## src/sv/window_stack_hit_drag_unit_assert.svh

```systemverilog
// assertion macros for the window stack unit
// no dependencies; take it in with an include inside the module that asserts
`ifndef WINDOW_STACK_HIT_DRAG_UNIT_ASSERT_SVH
`define WINDOW_STACK_HIT_DRAG_UNIT_ASSERT_SVH
`ifndef SYNTHESIS
// a condition that must hold at every clock edge out of reset
`define WSHD_ASSERT_ALWAYS(lbl, cond) \
    lbl: assert property (@(posedge clk) disable iff (!rst_n) (cond)) \
        else $error("wshd check failed");
// a condition that must hold in the cycle after a trigger
`define WSHD_ASSERT_NEXT(lbl, trig, cond) \
    lbl: assert property (@(posedge clk) disable iff (!rst_n) (trig) |=> (cond)) \
        else $error("wshd check failed");
`else
`define WSHD_ASSERT_ALWAYS(lbl, cond)
`define WSHD_ASSERT_NEXT(lbl, trig, cond)
`endif
`endif

```

## src/sv/wshd_pkg.sv

```systemverilog
// shared constants and types of the window stack unit
// no dependencies; used by the interfaces and the window stack module
package wshd_pkg;

    localparam int MAX_WINDOWS_DEF = 16;
    localparam int COORD_BITS      = 12;
    localparam int OUT_SLOT_BITS   = 4;
    localparam int CASC_BITS       = 8;
    localparam int CFG_IDX_BITS    = 1;

    // cascade placement
    localparam int CASCADE_START = 80;
    localparam int CASCADE_STEP  = 40;
    localparam int CASCADE_LIMIT = 200;

    // title bar depth and the corner that spawns a window
    localparam int GRAB_ROWS   = 20;
    localparam int CORNER_SIZE = 100;
    localparam int CORNER_W    = 200;
    localparam int CORNER_H    = 150;

    // register reset values and indexes
    localparam int SCREEN_W_RST = 1024;
    localparam int SCREEN_H_RST = 768;
    localparam logic [CFG_IDX_BITS-1:0] REG_SCREEN_WIDTH  = 1'b0;
    localparam logic [CFG_IDX_BITS-1:0] REG_SCREEN_HEIGHT = 1'b1;

    typedef struct packed {
        logic [COORD_BITS-1:0] left;
        logic [COORD_BITS-1:0] top;
        logic [COORD_BITS-1:0] width;
        logic [COORD_BITS-1:0] height;
    } rect_t;

endpackage

```

## src/sv/wshd_if.sv

```systemverilog
// item channels of the window stack unit: command in, result out
// depends on wshd_pkg
interface wshd_cmd_if;
    import wshd_pkg::*;
    logic                  valid;
    logic                  ready;
    logic                  mode;
    logic [COORD_BITS-1:0] mouse_x;
    logic [COORD_BITS-1:0] mouse_y;
    logic                  pressed;
    logic [COORD_BITS-1:0] new_width;
    logic [COORD_BITS-1:0] new_height;
    modport source (output valid, mode, mouse_x, mouse_y, pressed, new_width, new_height,
                    input ready);
    modport sink (input valid, mode, mouse_x, mouse_y, pressed, new_width, new_height,
                  output ready);
endinterface

interface wshd_res_if;
    import wshd_pkg::*;
    logic                     valid;
    logic                     ready;
    logic                     active_valid;
    logic [OUT_SLOT_BITS-1:0] active_slot;
    logic                     dragging;
    logic                     window_touched;
    logic [OUT_SLOT_BITS-1:0] window_slot;
    logic [COORD_BITS-1:0]    window_x;
    logic [COORD_BITS-1:0]    window_y;
    logic                     created;
    logic                     rejected;
    modport source (output valid, active_valid, active_slot, dragging, window_touched,
                    window_slot, window_x, window_y, created, rejected, input ready);
    modport sink (input valid, active_valid, active_slot, dragging, window_touched,
                  window_slot, window_x, window_y, created, rejected, output ready);
endinterface

```

## src/sv/window_stack_hit_drag_unit.sv

```systemverilog
// Window stack with hit test, raise on click, title bar drag and cascading creation.
// One item at a time, with N the number of windows. A create is rejected when the table
// is full. A press that hits a window raises it to stack position 0, on top, and starts a
// drag when it hits the title bar. A press on empty space scans all N windows, and a
// corner press then creates a window. The stack-order memory is read once per step of
// the scan and of the raise. A new item is accepted while the previous result still
// waits in the output register; the next result waits in its last step until that
// register frees.
`include "window_stack_hit_drag_unit_assert.svh"
module window_stack_hit_drag_unit #(
    parameter int MAX_WINDOWS = wshd_pkg::MAX_WINDOWS_DEF
) (
    input  logic                              clk,
    input  logic                              rst_n,
    input  logic                              cfg_we,
    input  logic [wshd_pkg::CFG_IDX_BITS-1:0] cfg_index,
    input  logic [wshd_pkg::COORD_BITS-1:0]   cfg_data,
    wshd_cmd_if.sink                          cmd,
    wshd_res_if.source                        res
);
    import wshd_pkg::*;

    localparam int SLOT_BITS = (MAX_WINDOWS > 1) ? $clog2(MAX_WINDOWS) : 1;
    localparam int CNT_BITS  = $clog2(MAX_WINDOWS + 1);
    localparam int CW        = COORD_BITS;

    typedef enum logic [9:0] {
        S_IDLE    = 10'b0000000001,
        S_ORD_RD  = 10'b0000000010,
        S_RECT_RD = 10'b0000000100,
        S_TEST    = 10'b0000001000,
        S_CREATE  = 10'b0000010000,
        S_SH_RD   = 10'b0000100000,
        S_SH_WR   = 10'b0001000000,
        S_POST    = 10'b0010000000,
        S_DRAG_WR = 10'b0100000000,
        S_DONE    = 10'b1000000000
    } state_t;

    state_t state_reg, state_next;

    // configuration
    logic [CW-1:0] scr_w_reg, scr_w_next, scr_h_reg, scr_h_next;

    // current item
    logic          mode_reg, mode_next, pr_reg, pr_next;
    logic [CW-1:0] mx_reg, mx_next, my_reg, my_next, nw_reg, nw_next, nh_reg, nh_next;

    // scan and shift control
    logic [CNT_BITS-1:0]  idx_reg, idx_next;
    logic [SLOT_BITS-1:0] slot_reg, slot_next, head_reg, head_next;

    // block state
    logic [CNT_BITS-1:0]  count_reg, count_next;
    logic                 act_on_reg, act_on_next, drag_on_reg, drag_on_next;
    logic [SLOT_BITS-1:0] act_idx_reg, act_idx_next, drag_idx_reg, drag_idx_next;
    logic [CW-1:0]        gdx_reg, gdx_next, gdy_reg, gdy_next;
    logic                 prev_pr_reg, prev_pr_next;
    logic [CASC_BITS-1:0] casc_reg, casc_next;

    // result being built
    logic                 touched_reg, touched_next, created_reg, created_next;
    logic                 rejected_reg, rejected_next;
    logic [SLOT_BITS-1:0] tslot_reg, tslot_next;
    logic [CW-1:0]        tx_reg, tx_next, ty_reg, ty_next;

    // output register
    logic                     ov_reg, ov_next;
    logic                     o_act_v_reg, o_act_v_next, o_drag_reg, o_drag_next;
    logic                     o_touch_reg, o_touch_next, o_cre_reg, o_cre_next;
    logic                     o_rej_reg, o_rej_next;
    logic [OUT_SLOT_BITS-1:0] o_act_s_reg, o_act_s_next, o_win_s_reg, o_win_s_next;
    logic [CW-1:0]            o_x_reg, o_x_next, o_y_reg, o_y_next;

    // memories
    logic                 ord_we;
    logic [SLOT_BITS-1:0] ord_waddr, ord_wdata, ord_raddr, ord_rdata;
    logic                 rect_we;
    logic [SLOT_BITS-1:0] rect_waddr, rect_raddr;
    rect_t                rect_wdata, rect_rdata;

    wshd_ram #(.WIDTH(SLOT_BITS), .DEPTH(MAX_WINDOWS)) u_order_ram (
        .clk(clk), .we(ord_we), .waddr(ord_waddr), .wdata(ord_wdata),
        .raddr(ord_raddr), .rdata(ord_rdata)
    );

    wshd_ram #(.WIDTH($bits(rect_t)), .DEPTH(MAX_WINDOWS)) u_rect_ram (
        .clk(clk), .we(rect_we), .waddr(rect_waddr), .wdata(rect_wdata),
        .raddr(rect_raddr), .rdata(rect_rdata)
    );

    // geometry tests on the rectangle just read
    logic              hit, grab, corner, full;
    logic [CW:0]       right_edge, bottom_edge, grab_edge;
    logic [CNT_BITS-1:0]  idx_dec;
    logic [CASC_BITS:0]   casc_sum;
    logic signed [CW+1:0] px, py, hx, hy, cx, cy;
    logic [CW-1:0]        nx, ny, cw_sat, ch_sat;

    always_comb
    begin
        right_edge  = {1'b0, rect_rdata.left} + {1'b0, rect_rdata.width};
        bottom_edge = {1'b0, rect_rdata.top} + {1'b0, rect_rdata.height};
        grab_edge   = {1'b0, rect_rdata.top} + (CW+1)'(GRAB_ROWS);
        hit  = (mx_reg >= rect_rdata.left) && ({1'b0, mx_reg} <= right_edge) &&
               (my_reg >= rect_rdata.top) && ({1'b0, my_reg} <= bottom_edge);
        grab = (my_reg >= rect_rdata.top) && ({1'b0, my_reg} <= grab_edge);
        corner = ($signed({2'b00, mx_reg}) >
                  $signed({2'b00, scr_w_reg}) - $signed((CW+2)'(CORNER_SIZE))) &&
                 ($signed({2'b00, my_reg}) >
                  $signed({2'b00, scr_h_reg}) - $signed((CW+2)'(CORNER_SIZE)));
        full    = (count_reg == CNT_BITS'(MAX_WINDOWS));
        idx_dec = idx_reg - CNT_BITS'(1);
        casc_sum = {1'b0, casc_reg} + (CASC_BITS+1)'(CASCADE_STEP);
        cw_sat  = (nw_reg > scr_w_reg) ? scr_w_reg : nw_reg;
        ch_sat  = (nh_reg > scr_h_reg) ? scr_h_reg : nh_reg;
        // drag clamp to 0 .. screen - size
        px = $signed({2'b00, mx_reg}) - $signed({2'b00, gdx_reg});
        py = $signed({2'b00, my_reg}) - $signed({2'b00, gdy_reg});
        hx = $signed({2'b00, scr_w_reg}) - $signed({2'b00, rect_rdata.width});
        hy = $signed({2'b00, scr_h_reg}) - $signed({2'b00, rect_rdata.height});
        cx = (px > hx) ? hx : px;
        cy = (py > hy) ? hy : py;
        nx = (cx < 0) ? '0 : cx[CW-1:0];
        ny = (cy < 0) ? '0 : cy[CW-1:0];
    end

    assign cmd.ready = (state_reg == S_IDLE);

    // sequencer
    always_comb
    begin
        state_next    = state_reg;
        scr_w_next    = scr_w_reg;
        scr_h_next    = scr_h_reg;
        mode_next     = mode_reg;
        pr_next       = pr_reg;
        mx_next       = mx_reg;
        my_next       = my_reg;
        nw_next       = nw_reg;
        nh_next       = nh_reg;
        idx_next      = idx_reg;
        slot_next     = slot_reg;
        head_next     = head_reg;
        count_next    = count_reg;
        act_on_next   = act_on_reg;
        act_idx_next  = act_idx_reg;
        drag_on_next  = drag_on_reg;
        drag_idx_next = drag_idx_reg;
        gdx_next      = gdx_reg;
        gdy_next      = gdy_reg;
        prev_pr_next  = prev_pr_reg;
        casc_next     = casc_reg;
        touched_next  = touched_reg;
        created_next  = created_reg;
        rejected_next = rejected_reg;
        tslot_next    = tslot_reg;
        tx_next       = tx_reg;
        ty_next       = ty_reg;
        ov_next       = ov_reg && !res.ready;
        o_act_v_next  = o_act_v_reg;
        o_act_s_next  = o_act_s_reg;
        o_drag_next   = o_drag_reg;
        o_touch_next  = o_touch_reg;
        o_win_s_next  = o_win_s_reg;
        o_x_next      = o_x_reg;
        o_y_next      = o_y_reg;
        o_cre_next    = o_cre_reg;
        o_rej_next    = o_rej_reg;
        ord_we     = 1'b0;
        ord_waddr  = '0;
        ord_wdata  = '0;
        ord_raddr  = '0;
        rect_we    = 1'b0;
        rect_waddr = '0;
        rect_wdata = '0;
        rect_raddr = '0;

        // configuration writes
        if (cfg_we)
        begin
            unique case (cfg_index)
                REG_SCREEN_WIDTH:  scr_w_next = cfg_data;
                REG_SCREEN_HEIGHT: scr_h_next = cfg_data;
                default:           scr_w_next = scr_w_reg;
            endcase
        end

        unique case (state_reg)
            S_IDLE:
            begin
                if (cmd.valid)
                begin
                    mode_next     = cmd.mode;
                    pr_next       = cmd.pressed;
                    mx_next       = cmd.mouse_x;
                    my_next       = cmd.mouse_y;
                    nw_next       = cmd.new_width;
                    nh_next       = cmd.new_height;
                    touched_next  = 1'b0;
                    created_next  = 1'b0;
                    rejected_next = 1'b0;
                    tslot_next    = '0;
                    tx_next       = '0;
                    ty_next       = '0;
                    idx_next      = '0;
                    if (cmd.mode)
                    begin
                        state_next = S_CREATE;
                    end
                    else if (cmd.pressed && !prev_pr_reg)
                    begin
                        state_next = S_ORD_RD;
                    end
                    else
                    begin
                        state_next = S_POST;
                    end
                end
            end
            // read the slot at this stack position, or finish a miss
            S_ORD_RD:
            begin
                if (idx_reg == count_reg)
                begin
                    act_on_next  = 1'b0;
                    act_idx_next = '0;
                    if (corner)
                    begin
                        nw_next    = CW'(CORNER_W);
                        nh_next    = CW'(CORNER_H);
                        state_next = S_CREATE;
                    end
                    else
                    begin
                        state_next = S_POST;
                    end
                end
                else
                begin
                    ord_raddr  = idx_reg[SLOT_BITS-1:0];
                    state_next = S_RECT_RD;
                end
            end
            S_RECT_RD:
            begin
                slot_next  = ord_rdata;
                rect_raddr = ord_rdata;
                state_next = S_TEST;
            end
            // bounds test; a hit raises the window
            S_TEST:
            begin
                if (hit)
                begin
                    act_on_next  = 1'b1;
                    act_idx_next = slot_reg;
                    if (grab)
                    begin
                        drag_on_next  = 1'b1;
                        drag_idx_next = slot_reg;
                        gdx_next      = mx_reg - rect_rdata.left;
                        gdy_next      = my_reg - rect_rdata.top;
                    end
                    head_next  = slot_reg;
                    state_next = S_SH_RD;
                end
                else
                begin
                    idx_next   = idx_reg + CNT_BITS'(1);
                    state_next = S_ORD_RD;
                end
            end
            // new window at the cascade position, on top and active
            S_CREATE:
            begin
                if (full)
                begin
                    rejected_next = 1'b1;
                    state_next    = S_POST;
                end
                else
                begin
                    rect_we           = 1'b1;
                    rect_waddr        = count_reg[SLOT_BITS-1:0];
                    rect_wdata.left   = CW'(casc_reg);
                    rect_wdata.top    = CW'(casc_reg);
                    rect_wdata.width  = cw_sat;
                    rect_wdata.height = ch_sat;
                    touched_next  = 1'b1;
                    created_next  = 1'b1;
                    tslot_next    = count_reg[SLOT_BITS-1:0];
                    tx_next       = CW'(casc_reg);
                    ty_next       = CW'(casc_reg);
                    count_next    = count_reg + CNT_BITS'(1);
                    casc_next     = (casc_sum > (CASC_BITS+1)'(CASCADE_LIMIT)) ?
                                    CASC_BITS'(CASCADE_START) : casc_sum[CASC_BITS-1:0];
                    act_on_next   = 1'b1;
                    act_idx_next  = count_reg[SLOT_BITS-1:0];
                    head_next     = count_reg[SLOT_BITS-1:0];
                    idx_next      = count_reg;
                    state_next    = S_SH_RD;
                end
            end
            // shift the stack down by one from idx to the top
            S_SH_RD:
            begin
                if (idx_reg == '0)
                begin
                    ord_we     = 1'b1;
                    ord_waddr  = '0;
                    ord_wdata  = head_reg;
                    state_next = S_POST;
                end
                else
                begin
                    ord_raddr  = idx_dec[SLOT_BITS-1:0];
                    state_next = S_SH_WR;
                end
            end
            S_SH_WR:
            begin
                ord_we     = 1'b1;
                ord_waddr  = idx_reg[SLOT_BITS-1:0];
                ord_wdata  = ord_rdata;
                idx_next   = idx_dec;
                state_next = S_SH_RD;
            end
            // drag follow-up and button release
            S_POST:
            begin
                if (mode_reg)
                begin
                    state_next = S_DONE;
                end
                else if (pr_reg && drag_on_reg)
                begin
                    rect_raddr = drag_idx_reg;
                    state_next = S_DRAG_WR;
                end
                else
                begin
                    if (!pr_reg)
                    begin
                        drag_on_next  = 1'b0;
                        drag_idx_next = '0;
                    end
                    prev_pr_next = pr_reg;
                    state_next   = S_DONE;
                end
            end
            S_DRAG_WR:
            begin
                rect_we           = 1'b1;
                rect_waddr        = drag_idx_reg;
                rect_wdata.left   = nx;
                rect_wdata.top    = ny;
                rect_wdata.width  = rect_rdata.width;
                rect_wdata.height = rect_rdata.height;
                touched_next = 1'b1;
                tslot_next   = drag_idx_reg;
                tx_next      = nx;
                ty_next      = ny;
                prev_pr_next = pr_reg;
                state_next   = S_DONE;
            end
            // hand the item to the output register
            S_DONE:
            begin
                if (!ov_reg || res.ready)
                begin
                    ov_next      = 1'b1;
                    o_act_v_next = act_on_reg;
                    o_act_s_next = act_on_reg ? OUT_SLOT_BITS'(act_idx_reg) : '0;
                    o_drag_next  = drag_on_reg;
                    o_touch_next = touched_reg;
                    o_win_s_next = touched_reg ? OUT_SLOT_BITS'(tslot_reg) : '0;
                    o_x_next     = tx_reg;
                    o_y_next     = ty_reg;
                    o_cre_next   = created_reg;
                    o_rej_next   = rejected_reg;
                    state_next   = S_IDLE;
                end
            end
            default:
            begin
                state_next = S_IDLE;
            end
        endcase
    end

    // control state
    always_ff @(posedge clk or negedge rst_n)
    begin
        if (!rst_n)
        begin
            state_reg    <= S_IDLE;
            scr_w_reg    <= CW'(SCREEN_W_RST);
            scr_h_reg    <= CW'(SCREEN_H_RST);
            count_reg    <= '0;
            act_on_reg   <= 1'b0;
            act_idx_reg  <= '0;
            drag_on_reg  <= 1'b0;
            drag_idx_reg <= '0;
            gdx_reg      <= '0;
            gdy_reg      <= '0;
            prev_pr_reg  <= 1'b0;
            casc_reg     <= CASC_BITS'(CASCADE_START);
            ov_reg       <= 1'b0;
        end
        else
        begin
            state_reg    <= state_next;
            scr_w_reg    <= scr_w_next;
            scr_h_reg    <= scr_h_next;
            count_reg    <= count_next;
            act_on_reg   <= act_on_next;
            act_idx_reg  <= act_idx_next;
            drag_on_reg  <= drag_on_next;
            drag_idx_reg <= drag_idx_next;
            gdx_reg      <= gdx_next;
            gdy_reg      <= gdy_next;
            prev_pr_reg  <= prev_pr_next;
            casc_reg     <= casc_next;
            ov_reg       <= ov_next;
        end
    end

    // payload registers
    always_ff @(posedge clk)
    begin
        mode_reg     <= mode_next;
        pr_reg       <= pr_next;
        mx_reg       <= mx_next;
        my_reg       <= my_next;
        nw_reg       <= nw_next;
        nh_reg       <= nh_next;
        idx_reg      <= idx_next;
        slot_reg     <= slot_next;
        head_reg     <= head_next;
        touched_reg  <= touched_next;
        created_reg  <= created_next;
        rejected_reg <= rejected_next;
        tslot_reg    <= tslot_next;
        tx_reg       <= tx_next;
        ty_reg       <= ty_next;
        o_act_v_reg  <= o_act_v_next;
        o_act_s_reg  <= o_act_s_next;
        o_drag_reg   <= o_drag_next;
        o_touch_reg  <= o_touch_next;
        o_win_s_reg  <= o_win_s_next;
        o_x_reg      <= o_x_next;
        o_y_reg      <= o_y_next;
        o_cre_reg    <= o_cre_next;
        o_rej_reg    <= o_rej_next;
    end

    // result port
    assign res.valid          = ov_reg;
    assign res.active_valid   = o_act_v_reg;
    assign res.active_slot    = o_act_s_reg;
    assign res.dragging       = o_drag_reg;
    assign res.window_touched = o_touch_reg;
    assign res.window_slot    = o_win_s_reg;
    assign res.window_x       = o_x_reg;
    assign res.window_y       = o_y_reg;
    assign res.created        = o_cre_reg;
    assign res.rejected       = o_rej_reg;

    // checks
    `WSHD_ASSERT_ALWAYS(a_count_max, count_reg <= CNT_BITS'(MAX_WINDOWS))
    `WSHD_ASSERT_ALWAYS(a_active_exists, !act_on_reg || ({1'b0, act_idx_reg} < {1'b0, count_reg}))
    `WSHD_ASSERT_ALWAYS(a_drag_exists, !drag_on_reg || ({1'b0, drag_idx_reg} < {1'b0, count_reg}))
    `WSHD_ASSERT_NEXT(a_done_delivers, (state_reg == S_DONE) && !ov_reg, ov_reg && (state_reg == S_IDLE))
endmodule

```

## src/sv/wshd_ram.sv

```systemverilog
// generic single-port-write, single-port-read ram with registered read data
// no dependencies
module wshd_ram #(
    parameter int WIDTH = 8,
    parameter int DEPTH = 16
) (
    input  logic                                   clk,
    input  logic                                   we,
    input  logic [((DEPTH > 1) ? $clog2(DEPTH) : 1)-1:0] waddr,
    input  logic [WIDTH-1:0]                       wdata,
    input  logic [((DEPTH > 1) ? $clog2(DEPTH) : 1)-1:0] raddr,
    output logic [WIDTH-1:0]                       rdata
);
    logic [WIDTH-1:0] mem [DEPTH];

    // write port and registered read port
    always_ff @(posedge clk)
    begin
        if (we)
        begin
            mem[waddr] <= wdata;
        end
        rdata <= mem[raddr];
    end
endmodule
```

## src/flat_wrapper.sv

```systemverilog
// flat-port wrapper written by rule: the top's interface ports become plain ports
module window_stack_hit_drag_unit_flat import wshd_pkg::*;
#(
    parameter int MAX_WINDOWS = wshd_pkg::MAX_WINDOWS_DEF
)
  (clk, rst_n, cfg_we, cfg_index, cfg_data, cmd_valid, cmd_mode, cmd_mouse_x, cmd_mouse_y, cmd_pressed, cmd_new_width, cmd_new_height, cmd_ready, res_valid, res_active_valid, res_active_slot, res_dragging, res_window_touched, res_window_slot, res_window_x, res_window_y, res_created, res_rejected, res_ready);
  wshd_cmd_if cmd_i ();
  wshd_res_if res_i ();
  input  logic clk;
  input  logic rst_n;
  input  logic cfg_we;
  input  logic [wshd_pkg::CFG_IDX_BITS-1:0] cfg_index;
  input  logic [wshd_pkg::COORD_BITS-1:0] cfg_data;
  input wire logic [$bits(cmd_i.valid)-1:0] cmd_valid;
  input wire logic [$bits(cmd_i.mode)-1:0] cmd_mode;
  input wire logic [$bits(cmd_i.mouse_x)-1:0] cmd_mouse_x;
  input wire logic [$bits(cmd_i.mouse_y)-1:0] cmd_mouse_y;
  input wire logic [$bits(cmd_i.pressed)-1:0] cmd_pressed;
  input wire logic [$bits(cmd_i.new_width)-1:0] cmd_new_width;
  input wire logic [$bits(cmd_i.new_height)-1:0] cmd_new_height;
  output wire logic [$bits(cmd_i.ready)-1:0] cmd_ready;
  output wire logic [$bits(res_i.valid)-1:0] res_valid;
  output wire logic [$bits(res_i.active_valid)-1:0] res_active_valid;
  output wire logic [$bits(res_i.active_slot)-1:0] res_active_slot;
  output wire logic [$bits(res_i.dragging)-1:0] res_dragging;
  output wire logic [$bits(res_i.window_touched)-1:0] res_window_touched;
  output wire logic [$bits(res_i.window_slot)-1:0] res_window_slot;
  output wire logic [$bits(res_i.window_x)-1:0] res_window_x;
  output wire logic [$bits(res_i.window_y)-1:0] res_window_y;
  output wire logic [$bits(res_i.created)-1:0] res_created;
  output wire logic [$bits(res_i.rejected)-1:0] res_rejected;
  input wire logic [$bits(res_i.ready)-1:0] res_ready;
  assign cmd_i.valid = cmd_valid;
  assign cmd_i.mode = cmd_mode;
  assign cmd_i.mouse_x = cmd_mouse_x;
  assign cmd_i.mouse_y = cmd_mouse_y;
  assign cmd_i.pressed = cmd_pressed;
  assign cmd_i.new_width = cmd_new_width;
  assign cmd_i.new_height = cmd_new_height;
  assign cmd_ready = cmd_i.ready;
  assign res_valid = res_i.valid;
  assign res_active_valid = res_i.active_valid;
  assign res_active_slot = res_i.active_slot;
  assign res_dragging = res_i.dragging;
  assign res_window_touched = res_i.window_touched;
  assign res_window_slot = res_i.window_slot;
  assign res_window_x = res_i.window_x;
  assign res_window_y = res_i.window_y;
  assign res_created = res_i.created;
  assign res_rejected = res_i.rejected;
  assign res_i.ready = res_ready;
  window_stack_hit_drag_unit #(.MAX_WINDOWS(MAX_WINDOWS)) u_core (.clk(clk), .rst_n(rst_n), .cfg_we(cfg_we), .cfg_index(cfg_index), .cfg_data(cfg_data), .cmd(cmd_i), .res(res_i));
endmodule
```

## config.mk

```make
export PLATFORM = sky130hd
export DESIGN_NAME = window_stack_hit_drag_unit_flat
export DESIGN_NICKNAME = d
export VERILOG_FILES = /design/src/sv/wshd_pkg.sv /design/src/sv/wshd_if.sv /design/src/sv/window_stack_hit_drag_unit.sv /design/src/sv/wshd_ram.sv /design/src/flat_wrapper.sv
export VERILOG_INCLUDE_DIRS = /design/src /design/src/sv
export SDC_FILE = /design/constraint.sdc
export NUM_CORES = 2
export LEC_CHECK = 0
export BUFFER_PORTS_ARGS = -buffer_cell sky130_fd_sc_hd__buf_4
export CORE_ASPECT_RATIO = 1.75
export CORE_UTILIZATION = 45
export CTS_BUF_LIST = sky130_fd_sc_hd__clkbuf_8
export CTS_CLUSTER_SIZE = 25
export DETAILED_ROUTE_END_ITERATION = 8
export PLACE_DENSITY_LB_ADDON = 0.25
export RECOVER_POWER = 100
export SYNTH_ARGS = -nofsm -noshare
export SYNTH_HDL_FRONTEND = slang
export SYNTH_SLANG_ARGS = --single-unit
```

## constraint.sdc

```tcl
create_clock -name clk -period 13.8 [get_ports clk]
set_clock_uncertainty 0.1 [all_clocks]
set_input_delay 0.69 -clock clk [delete_from_list [all_inputs] [get_ports clk]]
set_output_delay 0.69 -clock clk [all_outputs]
set_load 0.01 [all_outputs]
```

==> flow_summary.yaml <==
sta:
  slew_violations: 1550
  slew_headroom_pct: -323
  finalSetupViolCount: 0
  post-route-period-util_pct: 66.3
  finalCriticalPeriod_ps: 9150
  tns_ps: 0
  worst_slew_pin_slew_ps: 6350
  fmax_mhz: 109
  setup_ws_ps: 4650
  whs_ps: 88.2
  finalHoldViolCount: 0
  rsz0062_at_grt: "false"
cells_and_area:
  layout_commonest_cell: "edfxtp_1"
  nFillCells: 9432
  top_regs: "u_core.u_rect_ram.mem: 768 flops, u_core.u_order_ram.mem: 64 flops, u_core.u_rect_ram.rdata: 48 flops"
  instances_no_fill: 5440
  fin_nets: 4127
  drive_above_1_share_pct: 9.82
  areaGrowthSynthToFinish_pct: 11.4
  largest-register: "u_core.u_rect_ram.mem"
  layout_common_cells: "edfxtp_1 (963), mux2i_1 (301), a211oi_1 (250), ha_1 (210), inv_1 (206)"
  largest_reg_flops: 768
clock_network:
  clockBufferDepth: 3
  clk_pin_slew_ps: 70
  insertion_delay_ps: 860
  cts_tree: "done"
  postCtsSetupRepairBufs: 0
  cts_hold_buffers: 54
  root_buffer: "clkbuf_8"
  cts.repair.resized: 0
  cts_buffers: 152
  cts_sinks: 1095
  htree_levels: 4
pwr:
  power_density_nw_per_um2: 157
  power_frac_clock_pct: 28.9
  ir_worst_vdd_mv: 0.104
  intPower_mw: 6.02
  sw_frac_of_total_pct: 31.6
  power.total_mw: 8.79
  p_leak_nw: 21.0
  sequentialPowerShare_pct: 46.7
  switchingPower_mw: 2.77
  p_comb_share_pct: 24.3
floorplanning:
  fp-row-count: 161
  start_util_pct: 45.5
  die_h_um: 444
  core_sq_um: 110000
  ioPinCount: 107
  dieArea_sq_um: 113000
  die_w_um: 254
global_routing:
  track_usage_pct: 24.1
  grt_max_degree: 128
  grt.overflow.total: 0
  grt_first_pass_wirelength_um: 199000
  first_global_vias: 31702
  antenna_found_initial: 7
worst_setup_path:
  reg2reg_from: "u_core.state_reg[6]"
  startpoint_type: "flop"
  crit_required_ps: 14390
  crit_fanout: 120
  crit_arrival_ps: 9740
  reg2reg_depth: 9
  worstSetupPathType: "reg2reg"
  crit_start: "u_core.state_reg[6]"
  cp-end-kind: "flop"
route:
  route.vias.total: 31362
  routed_via_density: 5.77
  ant_nets: 0
  wire_per_inst_um: 24.8
  first_iter_violations: 2092
  dr.pass1.iters: 5
  drc: 0
  drt_wl_total_um: 135000
run:
  max_cap_violations: 48
yosys:
  syn_nets: 3915
  synth_edf_count: 963
  synth_ff_type: "edfxtp_1"
  syn_inst: 3629
  avgSynthCellArea_sq_um: 13.8
  synth.distinct_cells: 85
  yosysSeqAreaShare_pct: 63.8
  syn_area_sq_um: 50100
  yosysWarnings: 0
  synthArstFlopShare_pct: 7.31
  ys_ff_latch: 1095
placed_design:
  gp_congestion: 0.952
  portBuffers: 106
  dp.cells: 5100
  dp_hpwl_um: 86600
  dpl_worst_slack_ps: 7730
worst_hold_path:
  hold_depth: 2
  min-delay-start: "cmd_new_height[6]"
  hp-class: "in2reg"
status:
  status: "complete, but fails checks"
  violations: "max-capacitance violations, max-slew violations"
-- worst paths after layout --
kind                                               end  slack [ps]
max in group asynchronous            u_core.gdy_reg[2]        9000
min reg2reg                     u_core.res.window_x[9]         320
min                                   u_core.nh_reg[6]          90
max                        u_core.u_rect_ram.rdata[20]        4650
max reg2reg                u_core.u_rect_ram.rdata[20]        4650
min in group asynchronous            u_core.gdx_reg[0]        1220
-- stage by stage --
step	area (sq um)	utilization, %
final	55900	50.7
after global routing	55800	50.7
after CTS	56400	51.2
after detailed placement	52800	47.9
after global placement	52800	47.9
after floorplan	50100	-
-- cell type report --
type | instances | area (sq um) | area share (%)
flip-flops and latches | 1095 | 32000 | 57.2
multi-input cells | 2207 | 16900 | 30.2
clock buffers | 174 | 2390 | 4.29
well taps | 1467 | 1840 | 3.29
repair buffers | 231 | 1500 | 2.69
clock inverters | 109 | 701 | 1.25
inverters | 154 | 578 | 1.03
diodes | 3 | 7.51 | 0.0134
-- Yosys cell counts (all sizes together) (52+ instances only) --
cell type | number | share of area, %
edfxtp | 963 | 58
mux2i | 301 | 6.0
a211oi | 250 | 3.8
ha | 210 | 5.2
nand2 | 183 | 1.4
nor2b | 178 | 2.2
inv | 154 | 1.2
nor2 | 117 | 0.88
a21oi | 116 | 1.2
clkbuf | 116 | 0.87
o21ai | 98 | 0.98
mux2 | 78 | 1.8
dfrtp | 74 | 3.7
xnor2 | 73 | 1.3
a31oi | 62 | 0.77
buf | 57 | 0.64
o211ai | 55 | 0.82
dfxtp | 52 | 2.1
-- worst max-delay path: stages (launching register included) --
cell and delay (ps):
dfrtp_1 550, nor4_1 170, nand2_1 120, or3_1 170, nor3b_1 160, a22oi_2 230
clkbuf_1 1590, clkbuf_1 4450, a211oi_1 470, a31oi_1 770
-- kinds of logic after synthesis --
kind of cell               share of synthesized area (%)
AOI/OAI and AO/OA                                   11.1
xor gates and xnor gates                            1.94
adders and majority gates                           5.58
buffers and inverters                               2.66
DFF                                                 63.8
muxes                                               7.76
and+or+nand+nor                                     7.20
-- layer usage --
layer  vias up  track usage, %  share of wire (%)
met5         -               0             0.0096
met4         2            12.8                5.6
met3       345            4.10                5.0
met2       995            41.6                 51
met1     15689            28.3                 39
li1      14331               -                  -
-- power groups by stage --
stage / Clock [mW] / Sequential, mW / Combinational, mW
global placement: 0 / 4.16 / 2.13
global route: 2.73 / 4.12 / 2.35
detailed placement: 0 / 4.16 / 2.15
finish: 2.55 / 4.11 / 2.14
floorplan: 0 / 4.02 / 1.52
CTS: 2.60 / 4.09 / 2.17
No activity file was read; power rests on OpenSTA's default activity.
